[config.mk]
export PLATFORM = sky130hd
export DESIGN_NAME = chct_hash
export DESIGN_NICKNAME = d
export VERILOG_FILES = /design/src/rtl/core/chct_pkg.sv /design/src/rtl/core/chct_hash.sv
export SDC_FILE = /design/constraint.sdc
export NUM_CORES = 1
export LEC_CHECK = 0
export ABC_AREA = 1
export BUFFER_PORTS_ARGS = -buffer_cell sky130_fd_sc_hd__buf_2
export CAP_MARGIN = 5
export CORE_UTILIZATION = 45
export DETAILED_ROUTE_END_ITERATION = 6
export PLACE_DENSITY = 0.95
export SLEW_MARGIN = 15
export SYNTH_ARGS = -nofsm -noshare
export SYNTH_HDL_FRONTEND = slang
export SYNTH_SLANG_ARGS = --single-unit
[constraint.sdc]
create_clock -name vclk -period 8.96
set_clock_uncertainty 0.2 [all_clocks]
set_input_delay 0.896 -clock vclk [all_inputs]
set_output_delay 0.896 -clock vclk [all_outputs]
set_load 0.005 [all_outputs]
[src/rtl/core/chct_pkg.sv]
// ----------------------------------------------------------------------------
// chct_pkg
// Types and codes shared by the credential table modules.
// ----------------------------------------------------------------------------
package chct_pkg;
    localparam int KEY_W  = 56;
    localparam int PASS_W = 40;
    localparam int SLOT_W = 8;
    localparam logic [SLOT_W-1:0] NIL = 8'd128;

    localparam logic [1:0] MODE_LOOKUP = 2'd0;
    localparam logic [1:0] MODE_INSERT = 2'd1;
    localparam logic [1:0] MODE_DELETE = 2'd2;
    localparam logic [1:0] MODE_UNUSED = 2'd3;

    localparam logic [2:0] ST_OK      = 3'd0;
    localparam logic [2:0] ST_BADPASS = 3'd1;
    localparam logic [2:0] ST_NOKEY   = 3'd2;
    localparam logic [2:0] ST_DUP     = 3'd3;
    localparam logic [2:0] ST_FULL    = 3'd4;

    typedef enum logic [3:0] {
        S_INIT, S_IDLE, S_HEAD, S_READ, S_CMP, S_INS1, S_INS2, S_DEL1, S_DEL2,
        S_DONE
    } t_state;
endpackage

[src/rtl/core/chct_hash.sv]
// ----------------------------------------------------------------------------
// chct_hash
// Key and password normalization and bucket index computation.
// ----------------------------------------------------------------------------
module chct_hash
    import chct_pkg::*;
#(
    parameter int BUCKETS    = 10,
    parameter int KEY_CHARS  = 7,
    parameter int PASS_CHARS = 5,
    parameter int BW         = (BUCKETS > 1) ? $clog2(BUCKETS) : 1
) (
    input  logic [KEY_W-1:0]  i_key,
    input  logic [2:0]        i_key_length,
    input  logic [PASS_W-1:0] i_password,
    output logic [KEY_W-1:0]  o_key,
    output logic [PASS_W-1:0] o_pass,
    output logic [BW-1:0]     o_bucket
);
    // reciprocal of BUCKETS, exact for a dividend below 256
    localparam int RECIP = (65536 + BUCKETS - 1) / BUCKETS;

    logic [3:0]  len;
    logic [7:0]  last;
    logic [8:0]  sum;
    logic [7:0]  half;
    logic [24:0] prod;
    logic [7:0]  quo;
    logic [7:0]  rem;

    always_comb begin
        len = (32'(i_key_length) > KEY_CHARS) ? 4'(KEY_CHARS) : {1'b0, i_key_length};
        for (int i = 0; i < 7; i++) begin
            o_key[8*i +: 8] = (i < int'(len)) ? i_key[8*i +: 8] : 8'd0;
        end
        for (int i = 0; i < 5; i++) begin
            o_pass[8*i +: 8] = (i < PASS_CHARS) ? i_password[8*i +: 8] : 8'd0;
        end
        last = 8'd0;
        for (int i = 0; i < 7; i++) begin
            if (int'(len) == i + 1) last = o_key[8*i +: 8];
        end
        sum  = {1'b0, o_key[7:0]} + {1'b0, last};
        half = sum[8:1];
        prod = 25'(half) * 25'(RECIP);
        quo  = prod[23:16];
        rem  = 8'(32'(half) - 32'(quo) * BUCKETS);
        if (len == 4'd0) rem = 8'd0;
        o_bucket = BW'(rem);
    end
endmodule

# == Yosys cells after proc, flatten, opt, wreduce, memory -nomap -nowiden ==
# Cells that the tools add are included.
# classes
n_addsub,2
multipliers,2
n_lt_le_gt_ge,7
eq_ne,7
muxes,15
n_reduce_logical,1
# ops
operator,count
two-way mux 8 bit,14
multiplier 8 x 12 -> 20 bit (second input constant),1
equality test 3 bit (second input constant),4
adder 8 x 8 -> 9 bit,1
< comparator 3 bit (first input constant),3
equality test 3 x 2 -> 1 bit (second input constant),2
< comparator 1 x 3 -> 1 bit (first input constant),2
< comparator 2 x 3 -> 1 bit (first input constant),2
multiplier 5 x 3 -> 3 bit (second input constant),1
two-way mux 4 bit,1
subtractor 4 bit,1
equality test 3 x 1 -> 1 bit (second input constant),1
zero test 3 bit,1
# totals
ff_bits,0
inputBits,99

# == Longest topological paths before layout ==
# Gate-level depths: netlist of run 1.
# logic_depth
depth_word,14
ltp_mapped,44

# == Least setup slack after synthesis of run 1 ==
# Ideal clock, no wire load.
# synth_timing
path_type,input -> output
startpoint,in i_key_length[1]
endpoint,out o_bucket[3]
arrival_time_ps,7222
required_time_ps,7864
path_slack_ps,642
cell_stages,39
path_buffers,2
cell_sequence,buf_6 > inv_2 > nand3_1 > buf_2 > o21ai_0 > o22ai_1 > o211ai_1 > o21ai_0 > o21ai_0 > fa_1 > a21oi_1 > nor2_1 > o21ai_0 > nand2_1 > a21oi_1 > xor2_1 > ha_1 > inv_1 > [3 not listed] > inv_1 > ha_1 > a21oi_1 > o21a_1 > o22ai_1 > nor2_1 > nand2_2 > nand2_2 > nand2_1 > ha_1 > fa_1 > xor2_1 > inv_1 > nand3_2 > nand2_1 > nand2_1 > nand2_1 > nor2_1
# synth_between
elab_chain_len,14
word_cells_on_any_way,34
# synth_rtl
element,line_no,source
start: declaration,chct_hash.sv:14,"input logic [2:0] i_key_length,"
< comparator 1 x 3 -> 1 bit,chct_hash.sv:34,o_key[8*i +: 8] = (i < int'(len)) ? i_key[8*i +: 8] : 8'd0;
two-way mux 8 bit,chct_hash.sv:34,
two-way mux 8 bit (7 in a row),chct_hash.sv:41,if (int'(len) == i + 1) last = o_key[8*i +: 8];
adder 8 x 8 -> 9 bit,chct_hash.sv:43,"sum = {1'b0, o_key[7:0]} + {1'b0, last};"
multiplier 8 x 12 -> 20 bit,chct_hash.sv:45,prod = 25'(half) * 25'(RECIP);
multiplier 5 x 3 -> 3 bit,chct_hash.sv:47,rem = 8'(32'(half) - 32'(quo) * BUCKETS);
subtractor 4 bit,chct_hash.sv:47,
two-way mux 4 bit (*),chct_hash.sv:48,if (len == 4'd0) rem = 8'd0;
end: declaration,chct_hash.sv:18,output logic [BW-1:0] o_bucket
# Mark *: on every way between the ends. The rest lies on a longest branch, timed or not.

# == Final worst setup path of run 1 ==
# layout_timing
startpoint,in i_key_length[2]
endpoint,out o_bucket[3]
# Same word-level chain as after synthesis.

==> results_tabular.tex, run 1 <==
\begin{tabular}{lr}
\hline
Metric & Value \\
\hline
\multicolumn{2}{l}{\textbf{Status}} \\
Status & completed \\
\multicolumn{2}{l}{\textbf{Synth}} \\
Synthesized cell area & a little under 3000 sq um \\
Synthesized area divided by synthesized cell count & 6.418 sq um \\
Sequential area share after synthesis & 0\% \\
Number of different library cells in the post-synthesis netlist & 34 \\
Cell count after synthesis & 457 \\
Warnings from Yosys & 0 \\
Syn nets & 624 \\
\multicolumn{2}{l}{\textbf{Final layout}} \\
FF+latch count & 0 \\
Final non-filler cell area & 3528 sq um \\
Share of final-layout standard cells stronger than drive strength 1 & 33.46\% \\
Clock buffer count in the final layout & 0 \\
Area growth from synthesis to final layout & 20.31\% \\
Register Area & 0 sq um \\
Nets & 713 \\
\# diodes & 0 \\
\multicolumn{2}{l}{\textbf{Drt}} \\
Wire length reported by the detailed router & 10070 um \\
Number of DRC markers in iteration 0 & 193 \\
Number of nets still failing antenna checks after routing & 0 \\
Detailed-route DRC error count & 0 \\
Routed via count divided by cell count & $\sim$5.2 \\
Number of search-and-repair iterations in the first detailed-routing pass & 5 \\
Number of vias after detailed routing & approximately 3.2k \\
Wire per inst & 16.22 um \\
\multicolumn{2}{l}{\textbf{Critical path}} \\
Crit path capture type & output port \\
CP max stage delay & around 0.52 ns \\
Kind of critical path & in2out \\
Cell repeated most along the worst path & sky130\_fd\_sc\_hd\_\_nand2\_1 \\
Required @ worst endpoint & approximately 7.9 ns \\
Crit start category & input pin \\
Buffering stage count on the worst path with inverters included & 7 \\
Top Family by Delay on Critical Path & adder cells \\
Critical Path Start & i\_key\_length[2] \\
Arrival time of data at the critical path endpoint & about 7.5 ns \\
Slowest cell on the critical path & sky130\_fd\_sc\_hd\_\_fa\_1 \\
Critical path peak fanout & 11 \\
\multicolumn{2}{l}{\textbf{Die}} \\
Die footprint & roughly 7000 sq um \\
Die height & 82.73 um \\
Site Rows & 29 \\
Starting Density & a little under half \\
Num ports & 199 \\
Std-Cell Core Area & 6314 sq um \\
Horizontal extent of the die & 82.73 um \\
\multicolumn{2}{l}{\textbf{Placed design}} \\
Final HPWL from detailed placement & a little under 9000 um \\
Area of placed instances & 3342 sq um \\
Port Buf Inserts & 119 \\
Placer's final routability congestion estimate & 0.9492 \\
\multicolumn{2}{l}{\textbf{GRT}} \\
Global-route wire length before repair & 14760 um \\
Initial antenna violation count & 0 \\
Aggregate global routing overflow & 0 \\
Vias in the first global route & 3191 \\
Overall Global Routing Usage & about 29\% \\
Largest net degree at the start of global routing & 16 \\
\multicolumn{2}{l}{\textbf{Min path}} \\
Hold Path Class & in2out \\
Min-Delay Startpoint & i\_password[16] \\
\multicolumn{2}{l}{\textbf{Timing}} \\
Normalized max-slew margin & 64.81\% \\
Post-route clock period utilization & 95.76\% \\
Hold slack final & 1.592 ns \\
Number of endpoints with negative hold slack in the final report & 0 \\
Final critical-path required period & 8.580 ns \\
Number of pins with negative max-slew slack in the final report & 0 \\
Tightest Pin Transition & 0.5278 ns \\
Setup-failing EPs final & 0 \\
Fmax & approximately 0.12 GHz \\
\multicolumn{2}{l}{\textbf{Job}} \\
Max cap viols & 0 \\
\multicolumn{2}{l}{\textbf{CTS}} \\
Hold-fix buffers at CTS & 0 \\
\multicolumn{2}{l}{\textbf{Pwr}} \\
Power density over the cells & 560.3 nW/um\^{}2 \\
Worst-case vdd ir drop & between 500 and 600 uV \\
Leakage component of the power & 2.314 nW \\
\hline
\end{tabular}
==> synthesized netlist by cell type (2+ instances only) <==
| library cell | number | area [sq um] |
|---|---|---|
| sky130_fd_sc_hd__inv_2 | 4 | 15.01 |
| sky130_fd_sc_hd__xor2_2 | 2 | 32.53 |
| sky130_fd_sc_hd__inv_1 | 117 | 439.2 |
| sky130_fd_sc_hd__o211ai_1 | 4 | 30.03 |
| sky130_fd_sc_hd__nor3_1 | 3 | 15.01 |
| sky130_fd_sc_hd__nand2_1 | 53 | 198.9 |
| sky130_fd_sc_hd__o22ai_1 | 10 | 62.56 |
| sky130_fd_sc_hd__o21ai_0 | 21 | 105.1 |
| sky130_fd_sc_hd__a21oi_1 | 16 | 80.08 |
| sky130_fd_sc_hd__buf_4 | 40 | 300.3 |
| sky130_fd_sc_hd__o221ai_1 | 3 | 26.28 |
| sky130_fd_sc_hd__nand3_1 | 10 | 50.05 |
| sky130_fd_sc_hd__nor2_1 | 64 | 240.2 |
| sky130_fd_sc_hd__nand2_4 | 2 | 22.52 |
| sky130_fd_sc_hd__fa_1 | 18 | 360.4 |
| sky130_fd_sc_hd__a31oi_1 | 2 | 12.51 |
| sky130_fd_sc_hd__nand2_2 | 7 | 43.79 |
| sky130_fd_sc_hd__buf_6 | 2 | 22.52 |
| sky130_fd_sc_hd__nand3_2 | 4 | 40.04 |
| sky130_fd_sc_hd__xor2_1 | 9 | 78.83 |
| sky130_fd_sc_hd__clkbuf_1 | 4 | 15.01 |
| sky130_fd_sc_hd__ha_1 | 50 | 625.6 |
==> worst paths after layout <==
path | slack, ns | cells past startpoint | to
worst max-delay path | 0.38 | 40 | o_bucket[3]
worst min-delay path | 1.59 | 0 | o_pass[16]
==> power by group <==
| group | internal (mW) | switching [mW] | leakage, nW |
|---|---|---|---|
| clock network | 0 | 0 | 0 |
| logic | 0.834 | 1.14 | 2.31 |
| registers | 0 | 0 | 0 |
==> metal layers <==
layer | part of all wire, % | track usage [%] | vias to the layer above
li1 | - | - | 1542
met3 | 10 | 10.33 | 37
met5 | 0 | 0 | -
met4 | 4.0 | 10.52 | 0
met1 | 35 | 29.50 | 1468
met2 | 51 | 52.79 | 187
==> layout make-up <==
class / instances / area (sq um)
Inverter: 121 / 454.2
Timing Repair Buffer: 134 / 713.2
Fill cell: 614 / 2785
Multi-Input combinational cell: 289 / 2265
Tap cell: 77 / 96.34
==> metrics by stage <==
stage	util [%]	TNS, ns	instances	power, mW	setup WS, ns
6_report	55.89	0	621	1.977	0.3803
4_1_cts	53.07	0	614	1.784	0.01746
3_3_place_gp	52.93	0	614	1.642	0.2253
3_5_place_dp	52.93	-0.1776	614	1.772	-0.1776
2_1_floorplan	-	0	457	1.314	0.6415
5_1_grt	55.89	-0.02779	621	2.256	-0.02779
==> cell families after synthesis <==
logic type | share of synthesized area [%]
simple gates | 22.31
xor+xnor | 3.797
compound gates | 13.10
buf+inv | 27.18
fa+ha+maj | 33.62
==> cells in the final DEF, fill, tap and decap left out, types with 3 or more instances in the layout <==
cell type,instances
sky130_fd_sc_hd__nand2_1,50
sky130_fd_sc_hd__a21oi_1,10
sky130_fd_sc_hd__o211ai_1,4
sky130_fd_sc_hd__nor2_1,63
sky130_fd_sc_hd__xor2_2,4
sky130_fd_sc_hd__fa_2,3
sky130_fd_sc_hd__o21ai_1,4
sky130_fd_sc_hd__buf_4,17
sky130_fd_sc_hd__buf_2,117
sky130_fd_sc_hd__ha_4,3
sky130_fd_sc_hd__o21ai_0,16
sky130_fd_sc_hd__inv_1,116
sky130_fd_sc_hd__nand3_1,9
sky130_fd_sc_hd__a21oi_2,5
sky130_fd_sc_hd__nor3_1,3
sky130_fd_sc_hd__o221ai_1,3
sky130_fd_sc_hd__fa_1,15
sky130_fd_sc_hd__ha_1,47
sky130_fd_sc_hd__xor2_1,7
sky130_fd_sc_hd__nand2_2,10
sky130_fd_sc_hd__nand3_2,5
sky130_fd_sc_hd__o22ai_1,8
sky130_fd_sc_hd__inv_2,5
==> timing repair <==
action,4_1_cts,5_1_grt
pin swaps,0,13
hold endpoints to repair,0,0
gates resized for setup,4,28
setup buffers,0,7
endpoints found under the setup margin,1,2
Note: power is estimated with default switching activity, not from simulation.
==> run 2: changes to the inputs <==
- ABC_AREA: 1 -> unset
- CORE_UTILIZATION: 45 -> 44
- PLACE_DENSITY: 0.95 -> 0.94
- TNS_END_PERCENT: unset -> 30
==> results_tabular.tex, run 2 <==
\begin{tabular}{lr}
\hline
Metric & Value \\
\hline
\multicolumn{2}{l}{\textbf{Critical path}} \\
CP max stage delay & 0.50 ns \\
Cell repeated most along the worst path & sky130\_fd\_sc\_hd\_\_fa\_1 \\
Crit path capture type & output port \\
Arrival time of data at the critical path endpoint & 8.03 ns \\
Slowest cell on the critical path & sky130\_fd\_sc\_hd\_\_fa\_1 \\
Critical path peak fanout & 7 \\
Top Family by Delay on Critical Path & adder cells \\
Buffering stage count on the worst path with inverters included & 6 \\
Kind of critical path & in2out \\
Required @ worst endpoint & slightly below 8 ns \\
Crit start category & input pin \\
\multicolumn{2}{l}{\textbf{Timing}} \\
Sum of negative setup slack & -0.1630 ns \\
RSZ-0062 raised after global routing & yes \\
Fmax & 0.1096 GHz \\
Final critical-path required period & 9.123 ns \\
Tightest Pin Transition & 0.8693 ns \\
Number of pins with negative max-slew slack in the final report & 0 \\
Setup-failing EPs final & 1 \\
Number of endpoints with negative hold slack in the final report & 0 \\
Normalized max-slew margin & 42.04\% \\
Final Worst Setup Slack & -0.1630 ns \\
Post-route clock period utilization & 101.8\% \\
\multicolumn{2}{l}{\textbf{Placed design}} \\
Placer's final routability congestion estimate & 1.000 \\
Final HPWL from detailed placement & between 9000 and 10000 um \\
Area of placed instances & between 3000 and 4000 sq um \\
Port Buf Inserts & approximately 120 \\
\multicolumn{2}{l}{\textbf{Final layout}} \\
FF+latch count & 0 \\
Share of final-layout standard cells stronger than drive strength 1 & 49.46\% \\
\# diodes & 0 \\
Most frequent cells in the layout & sky130\_fd\_sc\_hd\_\_buf\_2, sky130\_fd\_sc\_hd\_\_ha\_1, sky130\_fd\_sc\_hd\_\_buf\_4 \\
Share of the core filled with cells in the final layout & slightly above 60\% \\
Clock buffer count in the final layout & 0 \\
Area growth from synthesis to final layout & 31.14\% \\
Final non-filler cell area & between 3000 and 4000 sq um \\
Register Area & 0 sq um \\
Most common cell after layout, fill and taps aside & sky130\_fd\_sc\_hd\_\_buf\_2 \\
Nets & 628 \\
\multicolumn{2}{l}{\textbf{Pwr}} \\
Total power of the final layout & around 2.1 mW \\
Leakage component of the power & 2.076 nW \\
Power density over the cells & 557.5 nW/um\^{}2 \\
Worst-case vdd ir drop & 443.5 uV \\
\multicolumn{2}{l}{\textbf{GRT}} \\
Global-route wire length before repair & 15930 um \\
Largest net degree at the start of global routing & 17 \\
Initial antenna violation count & 1 \\
Vias in the first global route & approximately 3.2k \\
Aggregate global routing overflow & 0 \\
Overall Global Routing Usage & 31.93\% \\
\multicolumn{2}{l}{\textbf{Drt}} \\
Wire length reported by the detailed router & 11930 um \\
Routed via count divided by cell count & 6.041 \\
Number of search-and-repair iterations in the first detailed-routing pass & 5 \\
Detailed-route DRC error count & 0 \\
Number of nets still failing antenna checks after routing & 0 \\
Number of DRC markers in iteration 0 & 206 \\
Wire per inst & 22.35 um \\
Number of vias after detailed routing & 3226 \\
\multicolumn{2}{l}{\textbf{Synth}} \\
Syn nets & 515 \\
Post-synth top area share & 21.93\% \\
Warnings from Yosys & 0 \\
Cell count after synthesis & around 350 \\
Sequential area share after synthesis & 0\% \\
Most frequent cell after synthesis & sky130\_fd\_sc\_hd\_\_ha\_1 \\
Top cell types by occurrence after synthesis & sky130\_fd\_sc\_hd\_\_ha\_1, sky130\_fd\_sc\_hd\_\_inv\_1, sky130\_fd\_sc\_hd\_\_buf\_4 \\
Number of different library cells in the post-synthesis netlist & 47 \\
Biggest area consumer among synthesized cells & sky130\_fd\_sc\_hd\_\_ha\_1 \\
Synthesized area divided by synthesized cell count & about 8.2 sq um \\
Synthesized cell area & $\sim$2900 sq um \\
Leading post-synthesis cells by cell area & sky130\_fd\_sc\_hd\_\_ha\_1, sky130\_fd\_sc\_hd\_\_fa\_1, sky130\_fd\_sc\_hd\_\_buf\_4 \\
\multicolumn{2}{l}{\textbf{Die}} \\
Die height & 82.52 um \\
Starting Density & 46.80\% \\
Site Rows & 28 \\
Std-Cell Core Area & 6096 sq um \\
Horizontal extent of the die & 82.52 um \\
Num ports & 199 \\
Die footprint & 6810 sq um \\
\multicolumn{2}{l}{\textbf{Min path}} \\
Hold Path Class & in2out \\
\multicolumn{2}{l}{\textbf{Job}} \\
Max cap viols & 0 \\
\multicolumn{2}{l}{\textbf{Status}} \\
Status & finished, violations left \\
Violated checks & setup timing \\
\hline
\end{tabular}
## run 2: changes by cell type after synthesis, moves of 10 or more
cell	before	now
sky130_fd_sc_hd__nor2b_1	0	27
sky130_fd_sc_hd__nor2_1	64	29
sky130_fd_sc_hd__o21ai_0	21	6
sky130_fd_sc_hd__mux2_2	0	11
sky130_fd_sc_hd__inv_1	117	43
sky130_fd_sc_hd__and2_1	0	17
sky130_fd_sc_hd__nand2_1	53	9
sky130_fd_sc_hd__and3_1	0	16
sky130_fd_sc_hd__a21oi_1	16	6
## run 2: timing repair
item                       in CTS  in global routing
pin swaps                      21                 26
setup endpoints to repair       1                  1
hold buffers                    0                  0
cloned                          0                  0
gates resized for setup        25                 23
setup buffers                   6                  4
## run 2: worst paths after layout
| path | startpoint | end | cells past startpoint |
|---|---|---|---|
| worst max-delay path | i_key_length[1] | o_bucket[3] | 35 |
| worst min-delay path | i_password[31] | o_pass[31] | 0 |
## run 2: metrics by stage
step / setup slack [ns] / std cells / hold WS (ns)
floorplan: 0.01667 / 348 / 1.673
global placement: -0.03733 / 524 / 1.592
detailed placement: -0.3773 / 524 / 1.592
CTS: 0.01116 / 530 / 1.592
global route: -0.3791 / 534 / 1.592
finish: -0.1630 / 534 / 1.592
## run 2: cell families (layout without fill, tap and decap cells)
logic type      Yosys count  count (layout)  share of synthesized area, %
fa+ha+maj                68              68                         34.56
buf+inv                  95             206                         18.11
compound gates           32              32                         8.553
simple gates            118             118                         23.38
mux                      20              20                         10.31
xor+xnor                 15              15                         5.088
## run 2: cell type report
class,count,area (sq um)
multi-input combinational,253,2544
timing repair buffer,163,942.2
tap,75,93.84
fill,473,2355
inverter,43,161.4
## run 2: where the power goes
group / internal [mW] / switching, mW
Sequential: 0 / 0
Clock: 0 / 0
Combinational: 1.01 / 1.07
## run 2: routing by layer
layer,vias to the layer above,GRT usage [%],part of all wire (%)
li1,1359,-,-
met1,1490,33.89,32
met2,279,56.36,48
met3,96,8.132,10
met4,2,19.83,9.6
met5,-,0,0.11
